$ cat src/rtl/bdq_pkg.sv
package bdq_pkg;

  localparam int unsigned OPCODE_W = 3;
  localparam int unsigned WORD_W   = 32;
  localparam int unsigned STATUS_W = 2;

  localparam logic [OPCODE_W-1:0] OP_PUSH_FRONT = 3'd1;
  localparam logic [OPCODE_W-1:0] OP_PUSH_BACK  = 3'd2;
  localparam logic [OPCODE_W-1:0] OP_DUMP       = 3'd3;
  localparam logic [OPCODE_W-1:0] OP_POP_FRONT  = 3'd4;
  localparam logic [OPCODE_W-1:0] OP_POP_BACK   = 3'd5;

  localparam logic [STATUS_W-1:0] ST_OK    = 2'd0;
  localparam logic [STATUS_W-1:0] ST_FULL  = 2'd1;
  localparam logic [STATUS_W-1:0] ST_EMPTY = 2'd2;
  localparam logic [STATUS_W-1:0] ST_ENTRY = 2'd3;

  localparam logic [1:0] SEL_HOLD = 2'd0;
  localparam logic [1:0] SEL_PREV = 2'd1;
  localparam logic [1:0] SEL_NEXT = 2'd2;
  localparam logic [1:0] SEL_LOAD = 2'd3;

  typedef logic signed [WORD_W-1:0] word_t;

  typedef struct packed {
    logic [1:0] sel;
  } cell_ctrl_t;

endpackage

$ cat src/rtl/bounded_double_ended_queue.sv
// Push, pop and empty dump: result registered in the cycle after start, a new word every cycle.
// Dump: all entries from front to back, one entry per cycle, each registered from
// the head cell once the dumping flag is set; busy is high while the cells
// rotate, so the next word is taken only after busy drops with the last entry.
// Results come with strobe for one cycle; the receiver cannot stall.
// Synchronous reset empties the queue; cell contents are not cleared.
module bounded_double_ended_queue #(
  parameter int unsigned DEPTH = 16
) (
  input  logic                         clk,
  input  logic                         rst,
  input  logic                         start,
  output logic                         busy,
  input  logic [bdq_pkg::OPCODE_W-1:0] opcode,
  input  bdq_pkg::word_t               value,
  output logic                         strobe,
  output bdq_pkg::word_t               item,
  output logic [bdq_pkg::STATUS_W-1:0] status,
  output logic                         last
);
  import bdq_pkg::*;

  localparam int unsigned CW = $clog2(DEPTH + 1);

  logic [CW-1:0] count, count_next;
  logic [CW-1:0] remain, remain_next;
  logic          dumping, dumping_next;
  logic          accept;
  logic          is_full, is_empty;

  word_t      cdata [DEPTH];
  cell_ctrl_t ctrl  [DEPTH];
  word_t      load_bus;

  assign accept   = start && !busy;
  assign busy     = dumping;
  assign is_full  = (count == CW'(DEPTH));
  assign is_empty = (count == '0);
  assign load_bus = dumping ? cdata[0] : value;

  genvar gi;
  generate
    for (gi = 0; gi < DEPTH; gi++) begin : g_cell
      word_t prev_d, next_d;
      if (gi == 0) begin : g_head
        assign prev_d = '0;
      end else begin : g_mid_p
        assign prev_d = cdata[gi-1];
      end
      if (gi == DEPTH - 1) begin : g_tail
        assign next_d = '0;
      end else begin : g_mid_n
        assign next_d = cdata[gi+1];
      end

      always_comb begin
        ctrl[gi].sel = SEL_HOLD;
        if (dumping) begin
          if (CW'(gi) == count - CW'(1)) begin
            ctrl[gi].sel = SEL_LOAD;
          end else if (CW'(gi) < count) begin
            ctrl[gi].sel = SEL_NEXT;
          end
        end else if (accept) begin
          case (opcode)
            OP_PUSH_FRONT: begin
              if (!is_full) begin
                ctrl[gi].sel = (gi == 0) ? SEL_LOAD : SEL_PREV;
              end
            end
            OP_PUSH_BACK: begin
              if (!is_full && count == CW'(gi)) begin
                ctrl[gi].sel = SEL_LOAD;
              end
            end
            OP_POP_FRONT: begin
              if (!is_empty) begin
                ctrl[gi].sel = SEL_NEXT;
              end
            end
            default: ctrl[gi].sel = SEL_HOLD;
          endcase
        end
      end

      bdq_cell u_cell (
        .clk       (clk),
        .ctrl      (ctrl[gi]),
        .prev_data (prev_d),
        .next_data (next_d),
        .load_data (load_bus),
        .data      (cdata[gi])
      );
    end
  endgenerate

  word_t               item_next;
  logic [STATUS_W-1:0] status_next;
  logic                last_next, strobe_next;

  always_comb begin
    count_next   = count;
    remain_next  = remain;
    dumping_next = dumping;
    strobe_next  = 1'b0;
    item_next    = '0;
    status_next  = ST_OK;
    last_next    = 1'b0;
    if (dumping) begin
      strobe_next = 1'b1;
      item_next   = cdata[0];
      status_next = ST_ENTRY;
      last_next   = (remain == CW'(1));
      remain_next = remain - CW'(1);
      if (remain == CW'(1)) begin
        dumping_next = 1'b0;
      end
    end else if (accept) begin
      case (opcode)
        OP_PUSH_FRONT, OP_PUSH_BACK: begin
          strobe_next = 1'b1;
          last_next   = 1'b1;
          if (is_full) begin
            status_next = ST_FULL;
          end else begin
            count_next = count + CW'(1);
          end
        end
        OP_POP_FRONT, OP_POP_BACK: begin
          strobe_next = 1'b1;
          last_next   = 1'b1;
          if (is_empty) begin
            status_next = ST_EMPTY;
          end else begin
            count_next = count - CW'(1);
          end
        end
        OP_DUMP: begin
          if (is_empty) begin
            strobe_next = 1'b1;
            last_next   = 1'b1;
            status_next = ST_EMPTY;
          end else begin
            dumping_next = 1'b1;
            remain_next  = count;
          end
        end
        default: strobe_next = 1'b0;
      endcase
    end
  end

  always_ff @(posedge clk) begin
    if (rst) begin
      count   <= '0;
      remain  <= '0;
      dumping <= 1'b0;
      strobe  <= 1'b0;
    end else begin
      count   <= count_next;
      remain  <= remain_next;
      dumping <= dumping_next;
      strobe  <= strobe_next;
    end
    item   <= item_next;
    status <= status_next;
    last   <= last_next;
  end

endmodule

$ cat src/rtl/bdq_cell.sv
module bdq_cell (
  input  logic               clk,
  input  bdq_pkg::cell_ctrl_t ctrl,
  input  bdq_pkg::word_t     prev_data,
  input  bdq_pkg::word_t     next_data,
  input  bdq_pkg::word_t     load_data,
  output bdq_pkg::word_t     data
);
  import bdq_pkg::*;

  word_t data_next;

  always_comb begin
    case (ctrl.sel)
      SEL_HOLD: data_next = data;
      SEL_PREV: data_next = prev_data;
      SEL_NEXT: data_next = next_data;
      SEL_LOAD: data_next = load_data;
      default:  data_next = data;
    endcase
  end

  always_ff @(posedge clk) begin
    data <= data_next;
  end

endmodule

$ cat config.mk
export PLATFORM = sky130hd
export DESIGN_NAME = bounded_double_ended_queue
export DESIGN_NICKNAME = d
export VERILOG_FILES = /design/src/rtl/bdq_pkg.sv /design/src/rtl/bounded_double_ended_queue.sv /design/src/rtl/bdq_cell.sv
export SDC_FILE = /design/constraint.sdc
export NUM_CORES = 1
export LEC_CHECK = 0
export BUFFER_PORTS_ARGS = -buffer_cell sky130_fd_sc_hd__buf_2
export CORE_ASPECT_RATIO = 1.2
export CORE_MARGIN = 2
export CORE_UTILIZATION = 68
export CTS_BUF_LIST = sky130_fd_sc_hd__clkbuf_16
export CTS_CLUSTER_SIZE = 12
export DETAILED_ROUTE_END_ITERATION = 6
export GPL_ROUTABILITY_DRIVEN = 1
export HOLD_SLACK_MARGIN = 0.12
export PLACE_DENSITY_LB_ADDON = 0.15
export SYNTH_ARGS = -nofsm -noshare
export SYNTH_HDL_FRONTEND = slang
export SYNTH_HIERARCHICAL = 1
export SYNTH_SLANG_ARGS = --single-unit
$ cat constraint.sdc
create_clock -name clk -period 9.35 [get_ports clk]
set_input_delay 2.805 -clock clk [delete_from_list [all_inputs] [get_ports clk]]
set_output_delay 2.805 -clock clk [all_outputs]
set_load 0.005 [all_outputs]
=== Word-level counts from Yosys, hierarchy flattened ===
Index checks and enable logic that the tools add are counted.

* Word-level logic and storage cells: 314
* Output and inout port bits: 37
* Register bits: 559
* Input bits: 38

* Equality and inequality tests: 88
* Bitwise operators: 1
* Multiplexer cells: 137
* Add/sub/neg operators: 3
* Reductions and logical operators: 46
* Magnitude comparators: 16

{| class="wikitable"
|+ Operators by type and width
! operator !! number
|-
| 32-bit one-hot mux with 3 select lines || 16
|-
| 2-bit 2-to-1 mux || 84
|-
| 2-bit one-hot mux with 3 select lines || 16
|-
| 2-bit equality test (second input constant) || 32
|-
| 4-bit by 5-bit equality test with 1-bit output (first input constant) || 8
|-
| 5-bit by 4-bit equality test with 1-bit output (second input constant) || 8
|-
| 4-bit by 5-bit < comparator with 1-bit output (first input constant) || 8
|-
| 2-bit by 1-bit equality test with 1-bit output (second input constant) || 16
|-
| 2-bit zero test || 16
|-
| 32-bit 2-to-1 mux || 1
|-
| 5-bit 2-to-1 mux || 6
|-
| 3-bit by 5-bit equality test with 1-bit output (first input constant) || 4
|-
| 5-bit by 3-bit equality test with 1-bit output (second input constant) || 4
|-
| 3-bit by 5-bit < comparator with 1-bit output (first input constant) || 4
|-
| 1-bit logical AND || 17
|-
| 1-bit 2-to-1 mux || 11
|-
| 2-bit by 5-bit equality test with 1-bit output (first input constant) || 2
|-
| 5-bit by 1-bit equality test with 1-bit output (second input constant) || 2
|-
| 5-bit by 2-bit equality test with 1-bit output (second input constant) || 2
|-
| 5-bit zero test || 2
|-
| 1-bit by 5-bit < comparator with 1-bit output (first input constant) || 2
|-
| 2-bit by 5-bit < comparator with 1-bit output (first input constant) || 2
|-
| 5-bit one-hot mux with 2 select lines || 1
|-
| 5-bit by 1-bit subtractor with 5-bit output (second input constant) || 2
|-
| 17 further kinds || 25
|}

=== Depth between registers and ports, before layout ===
* Depth after elaboration: 9
* Mapped depth: 14
* Gate-level depth less buffers: 9

=== By module ===
Netlist, hierarchy kept.

{| class="wikitable"
|+ Modules (own cells, without submodules)
! module !! area an instance (sq um) !! instances !! sequential area each (sq um) !! cells each
|-
| bdq_cell || 1672.9 || 16 || 960.9 || 140
|-
| bounded_double_ended_queue || 3110.5 || 1 || 940.9 || 384
|}

=== Worst setup path after synthesis ===
Ideal clock, no wire load.

* Path kind: input-to-reg
* From: input opcode[2] (netlist bit)
* To: register g_cell[2].u_cell.data[0], enable pin
* Arrival: 4689 ps
* Data required time: 8975 ps
* Stages: 10
* Setup slack: 4286 ps
* Buffers on the path: 4
* Library setup time: 375 ps
* Path through: buf_2 > nor4b_1 > buf_2 > nand2_1 > nor3_1 > o21ai_0 > nand2_1 > buf_6 > buf_12 > or2_2

{| class="wikitable"
|+ RTL lines
! element !! RTL line !! source
|-
| from (decl) || bounded_double_ended_queue.sv:14 || <nowiki>input logic [bdq_pkg::OPCODE_W-1:0] opcode,</nowiki>
|-
| to (signal assigned) || bdq_cell.sv:24 || <nowiki>data <= data_next;</nowiki>
|-
| to (decl) || bdq_cell.sv:7 || <nowiki>output bdq_pkg::word_t data</nowiki>
|}

==> impl_metrics.json <==
{
  "end_kind": "register",
  "vias": 20500,
  "p_sw_mw": 1.22,
  "drt_iter0_markers": 1431,
  "worst_slew_pin_slew_ps": 1070,
  "cap_violations": 0,
  "core_region_area_sq_um": 43600,
  "cpMaxStageDelayCell": "nor4_1",
  "synth_edf_count": 512,
  "crit_type": "in2reg",
  "grt_usage_pct": 29.8,
  "worstPathRequired_ps": 9570,
  "die-area_sq_um": 45600,
  "hold_viol_final": 0,
  "maxSlewHeadroom_pct": 28.7,
  "drt_wl_total_microns": 68100,
  "die_w_microns": 195,
  "clkTransAtPathRegs_ps": 60,
  "cts_tree": "done",
  "fin_setup_tns_ps": 0,
  "clock_sinks": 559,
  "dp_hpwl_microns": 45900,
  "power_density_nw_per_um2": 167,
  "min_path_type": "reg2reg",
  "io_buffers": 74,
  "synthFlopType": "edfxtp_1",
  "max_stage_delay_ps": 880,
  "wl_per_cell_microns": 21.0,
  "outcome": "finished, final reports clean",
  "drc_errors": 0,
  "antennaDiodeCount": 0,
  "ant_nets": 0,
  "via_per_inst": 6.32,
  "dpl-instance-area_sq_um": 29800,
  "ys_seq_area_share_pct": 54.6,
  "cts.path.max_buffers": 3,
  "rows": 84,
  "netlist_instances": 2624,
  "finalNonFillerCells": 3238,
  "cts-root-buf": "clkbuf_16",
  "seqPwrFrac_pct": 53.9,
  "synth_area_per_cell_sq_um": 11.4,
  "synth_area_leader_cell": "edfxtp_1",
  "cp.arrival_ps": 5970,
  "grt_pass1_vias": 21300,
  "fin_crit_sh_pct": 61.5,
  "crit_chain": "buf_2 > nand2b_1 > nor4_1 > nor2_1 > o221ai_4 > buf_4 > or2_2",
  "layout_commonest_cell": "nor2_1",
  "clk_latency_ps": 600,
  "cts_buffers": 56,
  "finalSetupViolCount": 0,
  "p_int_mw": 4.04,
  "final_cell_mix": "541 x nor2_1, 524 x a21oi_1, 514 x mux2i_1",
  "clockPowerShare_pct": 38.5,
  "crit_family": "simple AND/OR/NAND/NOR gates",
  "critical_path.startpoint_type": "input port",
  "finClkSkew_ps": 9.51,
  "filler_cell_count": 3138,
  "antenna_found_initial": 0,
  "io_pins": 75,
  "syn_area_sq_um": 29900,
  "finalMaxSlewViolations": 0,
  "power_leakage_nw": 10.2,
  "irDropWorstVdd_mv": 0.145,
  "drive_above_1_share_pct": 9.67,
  "grt_remaining_overflow": 0,
  "post-route-min-period_ps": 5750,
  "rsz0062_at_grt": "false",
  "initial_utilization_pct": 68.5,
  "numPlacedInstances": 3142,
  "ys_types": 62,
  "yosys_warnings": 6,
  "grt_max_degree": 100,
  "cts.hold.buffers_added": 0,
  "h-tree-depth": 2,
  "cts-resized-gates": 0,
  "total_power_mw": 5.26,
  "grt_pass1_wl_microns": 109000,
  "final_cell_area_sq_um": 31400,
  "ys_ff_latch": 559,
  "synth_top_cells_by_area": "edfxtp_1 51%, mux2i_1 17%, a21oi_1 8.8%",
  "place_congestion": 0.920,
  "swShare_pct": 23.2,
  "crit_fanout": 65,
  "cts_setup_buffers": 0,
  "fmax_mhz": 174,
  "nets": 2686,
  "cp_num_buf_inv": 2,
  "comb_power_share_pct": 7.6,
  "ys_async_sr_fraction_pct": 0,
  "synth_top_area_share_pct": 51.5,
  "dieHeight_microns": 234,
  "firstDrtPassIters": 6,
  "area_growth_syn_to_layout_pct": 5.23
}
cells by family after synthesis:
logic type / synth area share [%]
compound gates: 10.5
xor+xnor: 0.293
fa+ha+maj: 0.293
buf+inv: 6.26
flops: 54.6
mux: 18.5
other cells: 0.0126
simple gates: 9.55
cell usage after synthesis, types with 26 or more instances:
library cell	n
a21oi_1	524
and2_1	33
buf_12	48
buf_2	59
clkbuf_1	69
dfxtp_1	47
edfxtp_1	512
mux2_2	33
mux2i_1	514
nand2_1	29
nand3_1	26
nor2_1	541
o21ai_0	29
layer usage:
metal,global-route usage (%),vias up,part of all wire (%)
met5,0,-,0
met4,11.5,0,3.4
met3,3.67,176,4.3
met2,56.2,660,54
met1,34.7,10100,38
li1,-,9565,-
layout make-up:
cell class                      instances  area [sq um]  share of cell area, %
Sequential cell                       559         16300                   51.9
Multi-Input combinational cell       1910         12200                   38.7
Clock buffer                           57          1430                   4.54
Tap cell                              559           699                   2.22
Timing Repair Buffer                  108           626                   1.99
Clock inverter                         39           179                  0.569
Inverter                                6          22.5                 0.0716
stage by stage:
stage / hold slack [ps] / util (%) / setup WS [ps]
global route: 544 / 72.1 / 3310
floorplan: 471 / - / 4290
detailed placement: 502 / 68.4 / 3040
global placement: 497 / 68.4 / 3120
finish: 518 / 72.1 / 3600
CTS: 519 / 72.1 / 3660
path summary, 6_finish.rpt:
kind | startpoint | endpoint | slack [ps] | cells past startpoint
max reg2reg | count[1] | g_cell[10].u_cell/data[7] | 4410 | 8
min | g_cell[0].u_cell/data[9] | item[9] | 520 | 1
max | opcode[1] | g_cell[11].u_cell/data[28] | 3600 | 7
min reg2reg | g_cell[0].u_cell/data[9] | item[9] | 520 | 1
power groups by stage:
stage / combinational [mW] / sequential, mW / clock [mW]
floorplan: 0.305 / 2.87 / 0
global placement: 0.378 / 2.89 / 0
detailed placement: 0.394 / 2.89 / 0
CTS: 0.396 / 2.84 / 2.06
global route: 0.437 / 2.84 / 2.15
finish: 0.400 / 2.84 / 2.03
state kept, by name, indices dropped and copies added, names as in the netlist:
| register | count |
|---|---|
| strobe | 1 |
| count | 5 |
| remain | 5 |
| status | 2 |
| g_cell.u_cell/data | 512 |
| last | 1 |
| busy | 1 |
| item | 32 |
Power figures use the tool's default switching activity.
